### src/bbr_pkg.sv
`timescale 1ns / 1ps
// Shared constants, reciprocal table and controller/datapath interface types for the row box blur.
package bbr_pkg;

	localparam int MAX_WIDTH  = 4096;
	localparam int MAX_RADIUS = 31;
	localparam int WIN_AW     = 6;   // window store holds 64 pixels
	localparam int RECIP_SH   = 21;  // fixed-point shift of the reciprocal table

	// Configuration register indexes
	localparam logic CFG_RADIUS = 1'b0;
	localparam logic CFG_WIDTH  = 1'b1;

	// ceil(2^21 / (2r+1)) for r = 0 .. 31; exact truncated quotient for 14-bit sums
	localparam logic [21:0] RECIP [32] = '{
		22'd2097152, 22'd699051, 22'd419431, 22'd299594,
		22'd233017,  22'd190651, 22'd161320, 22'd139811,
		22'd123362,  22'd110377, 22'd99865,  22'd91181,
		22'd83887,   22'd77673,  22'd72316,  22'd67651,
		22'd63551,   22'd59919,  22'd56680,  22'd53774,
		22'd51151,   22'd48771,  22'd46604,  22'd44621,
		22'd42800,   22'd41121,  22'd39569,  22'd38131,
		22'd36793,   22'd35545,  22'd34380,  22'd33289
	};

	typedef struct packed {
		logic              wr_en;
		logic              wr_first;
		logic [WIN_AW-1:0] wr_addr;
		logic              rd_en;
		logic              rd_sub;
		logic              rd_first;
		logic [WIN_AW-1:0] rd_addr;
		logic              acc_clr;
		logic              mul_en;
		logic [4:0]        radius;
		logic              out_load;
		logic              out_last;
		logic [11:0]       out_col;
		logic [11:0]       out_row;
	} dp_cmd_t;

	typedef struct packed {
		logic out_free;
	} dp_sts_t;

endpackage

### src/bbr_datapath.sv
`timescale 1ns / 1ps
// Datapath: window store, running channel sums, reciprocal multiply and output register.
module bbr_datapath (
	input  logic             clk,
	input  logic             arst_n,
	input  bbr_pkg::dp_cmd_t cmd,
	output bbr_pkg::dp_sts_t sts,
	input  logic [31:0]      pixel_in,
	output logic             out_valid,
	input  logic             out_ready,
	output logic [31:0]      blurred_pixel,
	output logic [11:0]      column_index,
	output logic [11:0]      row_index,
	output logic             last_of_run
);

	logic [31:0] win_mem [2**bbr_pkg::WIN_AW];
	logic [31:0] first_q;
	logic [31:0] rdata_s1;
	logic        rd_en_s1;
	logic        rd_sub_s1;
	logic        rd_first_s1;
	logic [13:0] sum_q [4];
	logic [35:0] prod_s2 [4];
	logic        out_valid_q;
	logic [31:0] pix_rd;

	always_ff @(posedge clk) begin
		if (cmd.wr_en) begin
			win_mem[cmd.wr_addr] <= pixel_in;
		end
		rdata_s1 <= win_mem[cmd.rd_addr];
	end

	always_ff @(posedge clk) begin
		if (cmd.wr_en && cmd.wr_first) begin
			first_q <= pixel_in;
		end
	end

	always_ff @(posedge clk or negedge arst_n) begin
		if (!arst_n) begin
			rd_en_s1 <= 1'b0;
		end else begin
			rd_en_s1 <= cmd.rd_en;
		end
	end

	always_ff @(posedge clk) begin
		rd_sub_s1   <= cmd.rd_sub;
		rd_first_s1 <= cmd.rd_first;
	end

	assign pix_rd = rd_first_s1 ? first_q : rdata_s1;

	always_ff @(posedge clk) begin
		for (int ch = 0; ch < 4; ch++) begin
			if (cmd.acc_clr) begin
				sum_q[ch] <= '0;
			end else if (rd_en_s1) begin
				if (rd_sub_s1) begin
					sum_q[ch] <= sum_q[ch] - {6'b0, pix_rd[31-8*ch -: 8]};
				end else begin
					sum_q[ch] <= sum_q[ch] + {6'b0, pix_rd[31-8*ch -: 8]};
				end
			end
		end
	end

	always_ff @(posedge clk) begin
		if (cmd.mul_en) begin
			for (int ch = 0; ch < 4; ch++) begin
				prod_s2[ch] <= {22'b0, sum_q[ch]} * {14'b0, bbr_pkg::RECIP[cmd.radius]};
			end
		end
	end

	always_ff @(posedge clk or negedge arst_n) begin
		if (!arst_n) begin
			out_valid_q <= 1'b0;
		end else if (cmd.out_load) begin
			out_valid_q <= 1'b1;
		end else if (out_ready) begin
			out_valid_q <= 1'b0;
		end
	end

	always_ff @(posedge clk) begin
		if (cmd.out_load) begin
			for (int ch = 0; ch < 4; ch++) begin
				blurred_pixel[31-8*ch -: 8] <= prod_s2[ch][bbr_pkg::RECIP_SH +: 8];
			end
			column_index <= cmd.out_col;
			row_index    <= cmd.out_row;
			last_of_run  <= cmd.out_last;
		end
	end

	assign out_valid    = out_valid_q;
	assign sts.out_free = !out_valid_q || out_ready;

endmodule

### config.mk
export PLATFORM = sky130hd
export DESIGN_NAME = bbr_datapath
export DESIGN_NICKNAME = d
export VERILOG_FILES = /design/src/bbr_pkg.sv /design/src/bbr_datapath.sv
export SDC_FILE = /design/constraint.sdc
export NUM_CORES = 2
export LEC_CHECK = 0
export ABC_CLOCK_PERIOD_IN_PS = 7200
export CAP_MARGIN = 30
export CELL_PAD_IN_SITES_DETAIL_PLACEMENT = 0
export CELL_PAD_IN_SITES_GLOBAL_PLACEMENT = 1
export CORE_UTILIZATION = 30
export DETAILED_ROUTE_END_ITERATION = 7
export DONT_BUFFER_PORTS = 1
export PLACE_DENSITY = 0.51
export SLEW_MARGIN = 0
export SYNTH_ARGS = -nofsm -noshare
export SYNTH_HDL_FRONTEND = slang
export SYNTH_SLANG_ARGS = --single-unit
### constraint.sdc
create_clock -name clk -period 7.2 [get_ports clk]
set_input_delay 0 -clock clk [delete_from_list [all_inputs] [get_ports clk]]
set_output_delay 0 -clock clk [all_outputs]
set_load 0.03 [all_outputs]
==> results_dict.tcl <==
set metrics [dict create \
    status "complete, no violations" \
    period_share_pct 92.9 \
    power_mw 43.9 \
    synthCells 7608 \
    overflow 0 \
    cts_tree "built" \
    rsz0062_at_grt "no" \
    period_minus_slack_ns 6.69 \
    cts_root_buf "clkbuf_16" \
    pin_count 144 \
    detail-route-antenna-nets 0 \
    vias 64700 \
    tns_ns 0 \
    yosysWarnings 0 \
    finalHoldViolCount 0 \
    clock_skew_ns 0.0732 \
    final_util_pct 34.9 \
    p_per_area_nw_per_um2 314 \
    post-place-ws_ns -0.0966 \
    core.rowCount 232 \
    met2_length_mm 167 \
    reg2reg_from "sum_q[0][24]" \
    slew_headroom_pct 16.2 \
    design_area_um2 140000 \
    port_buffers 0 \
    grt_max_degree 482 \
    wl_mm 342 \
    syn_area_um2 121000 \
    hold_depth 3 \
    track_usage_pct 16.8 \
    cts_max_path_buffers 4 \
    reg2reg_slack_ns 0.51 \
    ys_types 77 \
    r2r_cells 22 \
    hold_start "cmd[42]" \
    top_layer_used "met5" \
    final_common_cell "edfxtp_1" \
    crit_slowest_cell "edfxtp_1" \
    r2r_end "prod_s2[1][25]" \
    die-area_um2 405000 \
    synth_edf_count 2225 \
    async_flop_share_pct 0.0885 \
    drive_above_1_share_pct 18.2 \
    place_congestion 0.766 \
    met3WireLength_mm 16.1 \
    p_leak_nw 50.4 \
    hpwl_mm 199 \
    drc_errors 0 \
    path_class "reg2reg" \
    synth_ff_type "edfxtp_1" \
    cpPeakStageDelay_ns 0.69 \
    initial_utilization_pct 30.2 \
    wirelength_met1_mm 152 \
    crit_path_max_fanout 12 \
    ys_seq_elements 2261 \
    antenna_found_initial 33 \
    cpMostUsedCell "fa_1" \
    placed_cell_area_um2 129000 \
    holdWs_ns 0.0866 \
    cp-start-kind "register" \
    min_path_type "in2reg" \
    synth_nets 8886 \
    first_global_vias 69900 \
    setup_ws_ns 0.512 \
    die_h_um 636 \
    endpoint_kind "register" \
    cts_buffers 263 \
    synth.avg_cell_area_um2 15.9 \
    worst-endpoint-required_ns 7.92 \
    syn_to_final_growth_pct 15.7 \
    clock_sinks 2261 \
    vias_per_cell 4.83 \
    h-tree-depth 5 \
    path_cells "buf_4 > and2_1 > fa_1 > inv_1 > fa_1 > inv_1 > fa_1 > fa_1 > fa_1 > inv_1 > fa_1 > inv_1 > ha_1 > and4_1 > and3_1 > and3_1 > a21oi_1 > buf_4 > nor2b_1 > o31ai_2 > or4b_1 > o311ai_0" \
    irDropWorstVdd_uv 369 \
    final-instance-count-excl-fill 13400 \
    ys_seq_area_share_pct 56.0 \
    die_x_um 636 \
    tightest_slew_ns 1.26 \
    hold_end "win_mem[33][18]" \
    critical_path_arrival_ns 7.40 \
    core_area_um2 400000 \
    clk_latency_ns 0.94 \
    layout.nets 9195 \
    fmax_mhz 150 \
    drt-pass1-iter-count 5 \
    placed_cells 12700 \
    clk_pin_slew_ns 0.06 \
    cap_violations 0 \
    finalMaxSlewViolations 0 \
    routedWlPerCell_um 25.6 \
    mostFrequentLayoutCells "edfxtp_1 (2225), inv_1 (999), fa_1 (847), mux4_2 (667), nand2_1 (650)" \
    grt_pass1_wl_mm 498 \
    setup_violations 0 \
    dr.first_iter.drc_count 5168 \
]
## cell type report
cell class | instances | area (um2)
Fill cell | 38100 | 260000
Timing Repair Buffer | 457 | 4990
Multi-Input combinational cell | 3934 | 48300
Antenna cell | 7 | 17.5
Clock inverter | 130 | 1340
Tap cell | 5265 | 6590
Clock buffer | 337 | 7050
Sequential cell | 2261 | 67500
Inverter | 1000 | 3750
## routing by layer
layer	global-route usage, %	vias to the layer above
met2	28.4	1549
met4	3.82	16
met5	0	-
met1	23.0	35000
met3	2.29	394
li1	-	27700
## report_power, final
part / switching [mW] / internal [mW] / total, mW
combinational: 8.42 / 6.77 / 15.2
sequential: 0.481 / 15.0 / 15.5
clock: 5.56 / 7.61 / 13.2
total: 14.5 / 29.4 / 43.9
## cells in the mapped netlist (5+ instances only)
cell      instances  area, um2
nand3_1          24        120
and4_1            5       43.8
edfxtp_1       2225      66800
a21boi_0          6       45.0
o31ai_1           5       37.5
or3_1             7       43.8
xnor2_1          76        666
mux2_2           12        135
nor3b_1           7       52.6
fa_1            847      17000
mux2i_1          41        410
o21ai_0          88        440
nand2b_1         25        156
nor2b_1          21        131
a211oi_1          9       67.6
nor4_1            5       31.3
nand2_1         651       2440
clkbuf_1        338       1270
a211o_1           5       43.8
o21bai_1         13       97.6
buf_1            18       67.6
o22ai_1           6       37.5
nor2_1          211        792
and2_1          461       2880
and3_1           41        257
a21o_1           37        278
mux4_2          667      15000
xor2_1           37        324
o21a_1           15        113
inv_1           999       3750
nor3_1           43        215
nand3b_1          8       60.1
buf_2            53        265
dfxtp_1          34        681
a21oi_1         115        576
nand4_1          13       81.3
ha_1            346       4330
o211ai_1         17        128
a31oi_1          12       75.1
## flip-flops by register name, summed over array words and instances (netlist names), 12 cells and up
register       count
blurred_pixel     32
win_mem         2048
first_q           32
column_index      12
row_index         12
prod_s2           32
rdata_s1          32
sum_q             56
## cells by family after synthesis
logic type / share of synthesized area (%)
adder cells (fa/ha/maj): 17.6
AO/OA/AOI/OAI: 1.97
multiplexers: 12.9
XOR/XNOR: 0.839
buffers and inverters: 4.47
flip-flops: 56.0
AND/OR/NAND/NOR: 6.18
## critical path, delay by kind of cell (launching register included)
family / cells / cell delay (ns)
AOI/OAI and AO/OA: 3 / 0.51
adders and majority gates: 7 / 3.37
buffers and inverters: 6 / 0.70
DFF: 1 / 0.69
and+or+nand+nor: 6 / 1.21
## timing repair
item | in CTS | in global routing
endpoints found under the hold margin | 2501 | 4
gates resized for setup | 0 | 0
setup endpoints to repair | 0 | 1
buffers inserted | 0 | 3
hold buffers | 176 | 1
## how the worst max path moves through the flow
stage            startpoint              to  slack (ns)
2_1_floorplan       cmd[27]  prod_s2[1][25]       0.005
3_3_place_gp        cmd[26]  prod_s2[0][28]       -0.21
3_5_place_dp        cmd[26]  prod_s2[0][28]        -0.1
4_1_cts        sum_q[0][16]  prod_s2[1][25]        0.32
5_1_grt        sum_q[0][21]  prod_s2[1][25]        0.04
6_report       sum_q[0][24]  prod_s2[1][25]        0.51
Power figures use the tool's default switching activity.
