<file path="config.mk">
export PLATFORM = sky130hd
export DESIGN_NAME = bbr_ctrl
export DESIGN_NICKNAME = d
export VERILOG_FILES = /design/src/bbr_pkg.sv /design/src/bbr_ctrl.sv
export SDC_FILE = /design/constraint.sdc
export NUM_CORES = 1
export LEC_CHECK = 0
export ABC_AREA = 1
export BUFFER_PORTS_ARGS = -buffer_cell sky130_fd_sc_hd__buf_4
export CORE_MARGIN = 2
export CORE_UTILIZATION = 62
export DETAILED_ROUTE_END_ITERATION = 8
export GPL_TIMING_DRIVEN = 0
export PLACE_DENSITY = 0.89
export SKIP_CTS_REPAIR_TIMING = 1
export SYNTH_ARGS = -nofsm -noshare
export SYNTH_HDL_FRONTEND = slang
export SYNTH_SLANG_ARGS = --single-unit
</file>
<file path="constraint.sdc">
create_clock -name clk -period 6.35 [get_ports clk]
set_input_delay 1.27 -clock clk [delete_from_list [all_inputs] [get_ports clk]]
set_output_delay 1.27 -clock clk [all_outputs]
set_load 0.01 [all_outputs]
</file>
<file path="src/bbr_pkg.sv">
`timescale 1ns / 1ps
// Shared constants, reciprocal table and controller/datapath interface types for the row box blur.
package bbr_pkg;

	localparam int MAX_WIDTH  = 4096;
	localparam int MAX_RADIUS = 31;
	localparam int WIN_AW     = 6;   // window store holds 64 pixels
	localparam int RECIP_SH   = 21;  // fixed-point shift of the reciprocal table

	// Configuration register indexes
	localparam logic CFG_RADIUS = 1'b0;
	localparam logic CFG_WIDTH  = 1'b1;

	// ceil(2^21 / (2r+1)) for r = 0 .. 31; exact truncated quotient for 14-bit sums
	localparam logic [21:0] RECIP [32] = '{
		22'd2097152, 22'd699051, 22'd419431, 22'd299594,
		22'd233017,  22'd190651, 22'd161320, 22'd139811,
		22'd123362,  22'd110377, 22'd99865,  22'd91181,
		22'd83887,   22'd77673,  22'd72316,  22'd67651,
		22'd63551,   22'd59919,  22'd56680,  22'd53774,
		22'd51151,   22'd48771,  22'd46604,  22'd44621,
		22'd42800,   22'd41121,  22'd39569,  22'd38131,
		22'd36793,   22'd35545,  22'd34380,  22'd33289
	};

	typedef struct packed {
		logic              wr_en;
		logic              wr_first;
		logic [WIN_AW-1:0] wr_addr;
		logic              rd_en;
		logic              rd_sub;
		logic              rd_first;
		logic [WIN_AW-1:0] rd_addr;
		logic              acc_clr;
		logic              mul_en;
		logic [4:0]        radius;
		logic              out_load;
		logic              out_last;
		logic [11:0]       out_col;
		logic [11:0]       out_row;
	} dp_cmd_t;

	typedef struct packed {
		logic out_free;
	} dp_sts_t;

endpackage

</file>
<file path="src/bbr_ctrl.sv">
`timescale 1ns / 1ps
// Controller: configuration registers, row counters and the per-result sequencing.
module bbr_ctrl (
	input  logic             clk,
	input  logic             arst_n,
	input  logic             cfg_write_en,
	input  logic             cfg_index,
	input  logic [12:0]      cfg_data,
	input  logic             in_valid,
	output logic             in_ready,
	output bbr_pkg::dp_cmd_t cmd,
	input  bbr_pkg::dp_sts_t sts
);

	localparam logic [2:0] S_IDLE  = 3'd0;
	localparam logic [2:0] S_CHECK = 3'd1;
	localparam logic [2:0] S_FULL  = 3'd2;
	localparam logic [2:0] S_SUB   = 3'd3;
	localparam logic [2:0] S_ADD   = 3'd4;
	localparam logic [2:0] S_DRAIN = 3'd5;
	localparam logic [2:0] S_MUL   = 3'd6;
	localparam logic [2:0] S_EMIT  = 3'd7;

	logic [2:0]  state_q;
	logic [4:0]  blur_radius_q;
	logic [12:0] row_width_q;
	logic [11:0] in_count_q;
	logic [11:0] out_count_q;
	logic [11:0] row_count_q;
	logic [11:0] k_q;
	logic        last_q;
	logic [5:0]  n_q;
	logic [5:0]  t_q;

	logic [4:0]  rad;
	logic [11:0] wm1;
	logic [12:0] oc13;
	logic        more;
	logic        next_ok;
	logic [13:0] col;
	logic [11:0] col_c;

	always_comb begin
		rad = (blur_radius_q > 5'(bbr_pkg::MAX_RADIUS)) ? 5'(bbr_pkg::MAX_RADIUS) : blur_radius_q;
		if (row_width_q == 13'd0) begin
			wm1 = 12'd0;
		end else if (row_width_q > 13'(bbr_pkg::MAX_WIDTH)) begin
			wm1 = 12'(bbr_pkg::MAX_WIDTH - 1);
		end else begin
			wm1 = 12'(row_width_q - 13'd1);
		end
		oc13 = {1'b0, out_count_q};
		if (last_q) begin
			more    = (oc13 <= {1'b0, wm1}) && (n_q < 6'd32);
			next_ok = (oc13 + 13'd1 <= {1'b0, wm1}) && (n_q < 6'd31);
		end else begin
			more    = (oc13 + {8'b0, rad} <= {1'b0, k_q}) && (n_q < 6'd32);
			next_ok = (oc13 + 13'd1 + {8'b0, rad} <= {1'b0, k_q}) && (n_q < 6'd31);
		end
	end

	// Column of the pixel to fetch, then clamped to the row
	always_comb begin
		case (state_q)
			S_FULL:  col = {8'b0, t_q} - {9'b0, rad};
			S_SUB:   col = {2'b0, out_count_q} - 14'd1 - {9'b0, rad};
			S_ADD:   col = {2'b0, out_count_q} + {9'b0, rad};
			default: col = 14'd0;
		endcase
		if (col[13] || col == 14'd0) begin
			col_c = 12'd0;
		end else if (col[12:0] >= {1'b0, wm1}) begin
			col_c = wm1;
		end else begin
			col_c = col[11:0];
		end
	end

	always_comb begin
		cmd          = '0;
		cmd.radius   = rad;
		cmd.wr_addr  = in_count_q[bbr_pkg::WIN_AW-1:0];
		cmd.wr_first = (in_count_q == 12'd0);
		cmd.rd_addr  = col_c[bbr_pkg::WIN_AW-1:0];
		cmd.rd_first = (col_c == 12'd0);
		cmd.out_col  = out_count_q;
		cmd.out_row  = row_count_q;
		cmd.out_last = !next_ok;
		in_ready     = (state_q == S_IDLE);
		case (state_q)
			S_IDLE:  cmd.wr_en = in_valid;
			S_CHECK: cmd.acc_clr = more && (out_count_q == 12'd0);
			S_FULL: begin
				cmd.rd_en = 1'b1;
			end
			S_SUB: begin
				cmd.rd_en  = 1'b1;
				cmd.rd_sub = 1'b1;
			end
			S_ADD:   cmd.rd_en = 1'b1;
			S_MUL:   cmd.mul_en = 1'b1;
			S_EMIT:  cmd.out_load = sts.out_free;
			default: cmd.rd_en = 1'b0;
		endcase
	end

	always_ff @(posedge clk or negedge arst_n) begin
		if (!arst_n) begin
			state_q       <= S_IDLE;
			blur_radius_q <= 5'd1;
			row_width_q   <= 13'd640;
			in_count_q    <= '0;
			out_count_q   <= '0;
			row_count_q   <= '0;
			k_q           <= '0;
			last_q        <= 1'b0;
			n_q           <= '0;
			t_q           <= '0;
		end else if (cfg_write_en) begin
			case (cfg_index)
				bbr_pkg::CFG_RADIUS: blur_radius_q <= cfg_data[4:0];
				bbr_pkg::CFG_WIDTH:  row_width_q   <= cfg_data;
				default:             row_width_q   <= row_width_q;
			endcase
			in_count_q  <= '0;
			out_count_q <= '0;
		end else begin
			case (state_q)
				S_IDLE: begin
					if (in_valid) begin
						k_q        <= in_count_q;
						last_q     <= (in_count_q >= wm1);
						in_count_q <= (in_count_q >= wm1) ? 12'd0 : in_count_q + 12'd1;
						n_q        <= '0;
						state_q    <= S_CHECK;
					end
				end
				S_CHECK: begin
					if (more) begin
						t_q     <= '0;
						state_q <= (out_count_q == 12'd0) ? S_FULL : S_SUB;
					end else begin
						if (last_q) begin
							out_count_q <= '0;
							row_count_q <= row_count_q + 12'd1;
						end
						state_q <= S_IDLE;
					end
				end
				S_FULL: begin
					t_q <= t_q + 6'd1;
					if (t_q == {rad, 1'b0}) begin
						state_q <= S_DRAIN;
					end
				end
				S_SUB:   state_q <= S_ADD;
				S_ADD:   state_q <= S_DRAIN;
				S_DRAIN: state_q <= S_MUL;
				S_MUL:   state_q <= S_EMIT;
				S_EMIT: begin
					if (sts.out_free) begin
						out_count_q <= out_count_q + 12'd1;
						n_q         <= n_q + 6'd1;
						state_q     <= S_CHECK;
					end
				end
				default: state_q <= S_IDLE;
			endcase
		end
	end

	a_run_bound: assert property (@(posedge clk) disable iff (!arst_n) n_q <= 6'd32)
		else $error("more than 32 results for one input");
	a_accept_next: assert property (@(posedge clk) disable iff (!arst_n)
		(state_q == S_IDLE && in_valid && !cfg_write_en) |=> state_q == S_CHECK)
		else $error("accepted pixel not followed by a window check");
	a_load_free: assert property (@(posedge clk) disable iff (!arst_n)
		cmd.out_load |-> sts.out_free)
		else $error("output register overwritten while full");
	a_full_span: assert property (@(posedge clk) disable iff (!arst_n)
		state_q == S_FULL |-> t_q <= {rad, 1'b0})
		else $error("full window sum ran past its span");

endmodule
</file>
==> results of run 1 <==
==> sequential cells by signal, summed over array words and instances, names as in the netlist <==
signal / flops
state_q: 3
row_count_q: 12
k_q: 12
n_q: 6
last_q: 1
t_q: 6
in_count_q: 12
row_width_q: 13
out_count_q: 12
blur_radius_q: 5
==> stage by stage <==
step                      power [µW]  utilization, %
after detailed placement        2190            69.1
after floorplan                 1720               -
after global placement          2150            69.1
final                           2790            72.2
after CTS                       2760            71.4
after global routing            2980            72.2
==> cell usage after synthesis, types with 3 or more instances <==
library cell | count | area [µm²]
nand2_1 | 294 | 1100
inv_1 | 167 | 627
ha_1 | 100 | 1250
nor2_1 | 93 | 349
dfrtp_1 | 79 | 1980
nand3_1 | 78 | 390
a21oi_1 | 58 | 290
o21ai_0 | 54 | 270
xor2_1 | 40 | 350
nand4_1 | 27 | 169
nor3_1 | 27 | 135
nand2_2 | 14 | 87.6
buf_4 | 13 | 97.6
clkbuf_1 | 12 | 45.0
inv_2 | 11 | 41.3
nand3b_1 | 11 | 82.6
o21ai_1 | 11 | 55.1
nor2_4 | 10 | 113
o22ai_1 | 10 | 62.6
nand3_2 | 9 | 90.1
xnor2_1 | 8 | 70.1
nor2_2 | 7 | 43.8
a31oi_1 | 5 | 31.3
buf_2 | 4 | 20.0
buf_6 | 4 | 45.0
fa_1 | 4 | 80.1
nor3_2 | 4 | 40.0
nor4_1 | 4 | 25.0
o211ai_1 | 4 | 30.0
a211oi_1 | 3 | 22.5
dfstp_2 | 3 | 78.8
o21ai_2 | 3 | 26.3
o31ai_1 | 3 | 22.5
==> cells by family after synthesis <==
| family | share of synthesized area [%] |
|---|---|
| and+or+nand+nor | 32.7 |
| buffers and inverters | 10.4 |
| AOI/OAI and AO/OA | 11.1 |
| adders and majority gates | 15.8 |
| DFF | 24.4 |
| xor gates and xnor gates | 5.39 |
| muxes | 0.134 |
==> layout make-up <==
type | count | area [µm²] | area share [%]
multi-input cells | 909 | 5500 | 57.5
well taps | 176 | 220 | 2.30
clock buffers | 10 | 229 | 2.39
repair buffers | 80 | 601 | 6.28
flip-flops and latches | 82 | 2060 | 21.5
plain buffers | 33 | 208 | 2.17
inverters | 178 | 672 | 7.03
clock inverters | 6 | 72.6 | 0.759
==> power breakdown <==
| group | internal, µW | switching [µW] |
|---|---|---|
| Sequential | 617 | 94.0 |
| Combinational | 585 | 944 |
| Clock | 311 | 240 |
==> worst min path at each step <==
stage | end | slack (ns) | start
floorplan | row_width_q[0] | 0.45 | row_width_q[0]
global placement | row_width_q[0] | 0.47 | row_width_q[0]
detailed placement | row_width_q[7] | 0.50 | row_width_q[7]
CTS | row_width_q[7] | 0.51 | row_width_q[7]
global route | row_width_q[0] | 0.53 | row_width_q[0]
finish | row_width_q[7] | 0.51 | row_width_q[7]
==> per-layer routing <==
layer  wire [µm]  global-route usage [%]  vias up
li1            -                       -     4132
met3        1830                    5.09       61
met2       10500                    49.8      328
met1       10100                    44.2     3927
met5           0                       0        -
met4         837                    14.0        0
==> worst max-delay path, cell delays in order (launching register included) <==
cell and delay (ns):
dfrtp_1 0.48, buf_6 0.20, inv_1 0.06, nor3_2 0.33
xor2_1 0.21, inv_1 0.11, ha_1 0.36, nand2_1 0.06
o21ai_0 0.31, nand2_1 0.10, nand2_1 0.16, nand4_1 0.20
nor2_1 0.15, a21oi_1 0.07, nor2_1 0.09, ha_1 0.25
nand3_1 0.16, nor3_2 0.08, o21ai_0 0.17, o2111ai_1 0.18
a21oi_1 0.16, nand3_1 0.10, o21ai_1 0.20, o211ai_1 0.17
buf_4 0.18
==> metrics.cfg, run 1 <==
[setup_path]
r2r_slack_ns=2.06
reg2regPathDepth=23
cp_max_fo=7
critical_path_class=register to output port
startpoint_type=register
rr_endpoint=out_count_q[3]
rr_startpoint=row_width_q[0]
worst_setup_path_end_kind=output port
arrival_ns=4.91
endpoint=cmd[24]
critPathLaunch=out_count_q[2]
crit_required_ns=5.08

[floorplanning]
die_height_um=120
dieArea_um2=14500
fp.dieW_um=120
start_util_pct=63.5
ios=70
coreArea_um2=13200
rows=42

[pwr]
p_per_area_nw_per_um2=292
peakVddDrop_uv=275
leakagePower_uw=0.00501

[clock_network]
cts_buffers=9
htree_levels=3
cts_num_sinks=82
cts_tree=built
cts_buffer_depth=2
clk_latency_ns=0.36
clk_pin_slew_ns=0.07
cts_root_buf=clkbuf_16

[logic_synthesis]
syn_area_um2=8410
synthFlopType=dfrtp_1
synth_seq_cells=82
yosysSeqAreaShare_pct=24.4
ys_warn_count=0
syn_avg_cell_area_um2=7.00
synth_cell_types=53
synth_edf_count=0
synth_cells=1202
synth_nets=1325
async_flop_share_pct=100

[cells_and_area]
final_cells=1474
layout_common_cells=nand2_1, inv_1, ha_1
layout-drive-gt1-share_pct=15.3
fin_area_um2=9560
fill_cells=1056
syn_to_final_growth_pct=13.7
fin_nets=1416
insertedDiodeCount=0
mostFrequentLayoutCell=nand2_1

[placed_design]
placedCellCount=1447
dp_hpwl_mm=17.9
place_area_um2=9150
pre_cts_ws_ns=0.426
place_congestion=0.978
port_buffers=69

[sta]
hold_viol=0
fin_crit_ns=6.18
slew_headroom_pct=29.2
worst_hold_slack_ns=0.508
worst_slack_ns=0.172
finalMaxSlewViolations=0
fmax_ghz=0.162
fin_setup_tns_ns=0
min_period_over_period_pct=97.3
setup_violations=0
worst_pin_slew_ns=1.06
finClkSkew_ns=0.00821

[grt]
grt_start_max_net_pins=83
grt_antenna_before_repair=0
grt_pass1_vias=7466
grt_pass1_wl_mm=36.8
grt_usage_pct=32.0
gr-total-overflow=0

[route]
drt_pre_antenna_iters=5
drtIter0Drc=807
antenna_left=0
drt_wl_total_mm=23.3
viasPerCell=5.73
drc=0
vias=8448
wl_per_cell_um=15.8

[min_path]
hp-class=register to register
holdPathStages=2

[run_status]
run_status=complete, no violations

[run]
maxCapViolations=0

No activity file was read; power rests on OpenSTA's default activity.
==> inputs of run 2 (changes only) <==
- PLACE_DENSITY: 0.89 -> 0.82
==> metrics.cfg, run 2 (synthesis gave the netlist of run 1 again) <==
[run_status]
run_status=complete, no violations

[setup_path]
startpoint_type=register
rr_startpoint=row_width_q[0]
critical_path_class=register to output port
arrival_ns=4.79  ; -0.12 ns
rr_endpoint=out_count_q[3]
cp_max_fo=6  ; -1
endpoint=cmd[24]
r2r_slack_ns=1.81  ; -0.25 ns
worst_setup_path_end_kind=output port
reg2regPathDepth=23  ; unchanged
critPathLaunch=out_count_q[0]
crit_required_ns=5.08  ; about the same

[cells_and_area]
fill_cells=1137  ; +7.7%
layout_common_cells=nand2_1, inv_1, ha_1
layout-drive-gt1-share_pct=15.1  ; -0.13 points
largest_register=row_width_q
register_area_um2=2060  ; about the same
fin_nets=1414  ; -0.14%
syn_to_final_growth_pct=13.7  ; unchanged
mostFrequentLayoutCell=nand2_1
largest_reg_flops=13  ; unchanged
insertedDiodeCount=0  ; unchanged
final_cells=1472  ; -0.14%
multi_input_area_um2=5510  ; about the same

[placed_design]
place_congestion=0.942  ; -3.6%
port_buffers=69  ; unchanged
placedCellCount=1447  ; unchanged
dp_hpwl_mm=17.9  ; +0.12%

[clock_network]
cts_buffers=9  ; unchanged
cts_tree=built
cts_buffer_depth=2  ; unchanged
htree_levels=3  ; unchanged
clk_pin_slew_ns=0.07  ; about the same
clk_latency_ns=0.36  ; about the same
cts_root_buf=clkbuf_16
cts_num_sinks=82  ; unchanged

[route]
antenna_left=0  ; unchanged
wl_per_cell_um=15.8  ; about the same
drt_wl_total_mm=23.3  ; about the same
drt_pre_antenna_iters=6  ; +1
drtIter0Drc=677  ; -16%
vias=8408  ; -0.47%
viasPerCell=5.71  ; -0.34%
drc=0  ; unchanged

[min_path]
hp-class=register to register

[floorplanning]
ios=70  ; unchanged
coreArea_um2=13200  ; unchanged
start_util_pct=63.5  ; unchanged
dieArea_um2=14500  ; unchanged
rows=42  ; unchanged
die_height_um=120  ; unchanged
fp.dieW_um=120  ; unchanged

[sta]
fmax_ghz=0.165  ; +1.9%
finClkSkew_ns=0.00857  ; +0.000362 ns
slew_headroom_pct=26.9  ; -2.4 points
worst_pin_slew_ns=1.09  ; +0.0241 ns
fin_crit_ns=6.06  ; -0.113 ns
hold_viol=0  ; unchanged
setup_violations=0  ; unchanged
fin_setup_tns_ns=0  ; unchanged
finalMaxSlewViolations=0  ; unchanged
min_period_over_period_pct=95.5  ; -1.8 points

[grt]
grt_pass1_wl_mm=37.7  ; +2.6%
gr-total-overflow=0  ; unchanged
grt_pass1_vias=7731  ; +3.5%
grt_start_max_net_pins=83  ; unchanged
grt_antenna_before_repair=0  ; unchanged
grt_usage_pct=32.8  ; +0.81 points

[pwr]
peakVddDrop_uv=215  ; -22%
leakagePower_uw=0.00502  ; +0.24%
p_per_area_nw_per_um2=291  ; -0.32%

[run]
maxCapViolations=0  ; unchanged

==> run 2: changes by cell type in the layout (fill, tap and decap cells not counted), sizes merged <==
cell / previous run / this run
buf: 101 / 99
==> run 2: how the worst min path moves through the flow <==
| stage | to | depth (start not counted) | startpoint | slack (ns) |
|---|---|---|---|---|
| global placement | row_width_q[0] | 2 | row_width_q[0] | 0.47 |
| CTS | row_width_q[0] | 2 | row_width_q[0] | 0.50 |
| finish | row_width_q[0] | 2 | row_width_q[0] | 0.50 |
| floorplan | row_width_q[0] | 2 | row_width_q[0] | 0.45 |
| detailed placement | row_width_q[0] | 2 | row_width_q[0] | 0.49 |
| global route | row_width_q[0] | 2 | row_width_q[0] | 0.53 |
==> run 2: routing by layer <==
layer	GRT usage [%]	wire length (µm)	vias up
met3	6.42	2090	65
met4	13.1	865	0
met5	0	0	-
met2	50.8	10200	380
li1	-	-	4114
met1	45.3	10100	3849
==> run 2: layout make-up <==
type / count / area share (%)
Multi-Input combinational cell: 909 / 57.6
Sequential cell: 82 / 21.5
Inverter: 178 / 7.03
Timing Repair Buffer: 78 / 6.25
Clock buffer: 10 / 2.39
Tap cell: 176 / 2.30
Buffer: 33 / 2.17
Clock inverter: 6 / 0.759
==> run 2: metrics by stage <==
stage          instance area [µm²]  hold slack, ns  util (%)  power [µW]  worst slack, ns
6_report                      9560           0.499      72.2        2780            0.286
3_3_place_gp                  9150           0.472      69.1        2150            0.507
5_1_grt                       9560           0.526      72.2        2980          -0.0285
3_5_place_dp                  9150           0.486      69.1        2190            0.384
2_1_floorplan                 8410           0.453         -        1720             1.16
4_1_cts                       9450           0.502      71.4        2750          -0.0274
==> run 2: worst max-delay path, cell delays in order (launching register included) <==
cell        delay [ns]
dfrtp_2           0.44
clkinvlp_4        0.18
buf_4             0.21
nor3_2            0.22
xor2_1            0.18
inv_1             0.11
ha_1              0.36
a21oi_1           0.11
o21ai_0           0.26
nand3_1           0.21
nor3_1            0.33
nand2_1           0.11
xnor2_1           0.14
ha_1              0.31
nand3_1           0.12
nor3_1            0.22
o21ai_0           0.18
o2111ai_1         0.11
a21oi_1           0.10
nand3_1           0.11
o21ai_1           0.12
o211ai_1          0.14
buf_4             0.16
==> run 2: where the power goes <==
| group | total (µW) | leakage (µW) | switching (µW) | internal, µW |
|---|---|---|---|---|
| combinational | 1520 | 0.00381 | 934 | 582 |
| clock | 558 | 0.000149 | 247 | 311 |
| sequential | 709 | 0.00106 | 92.0 | 617 |
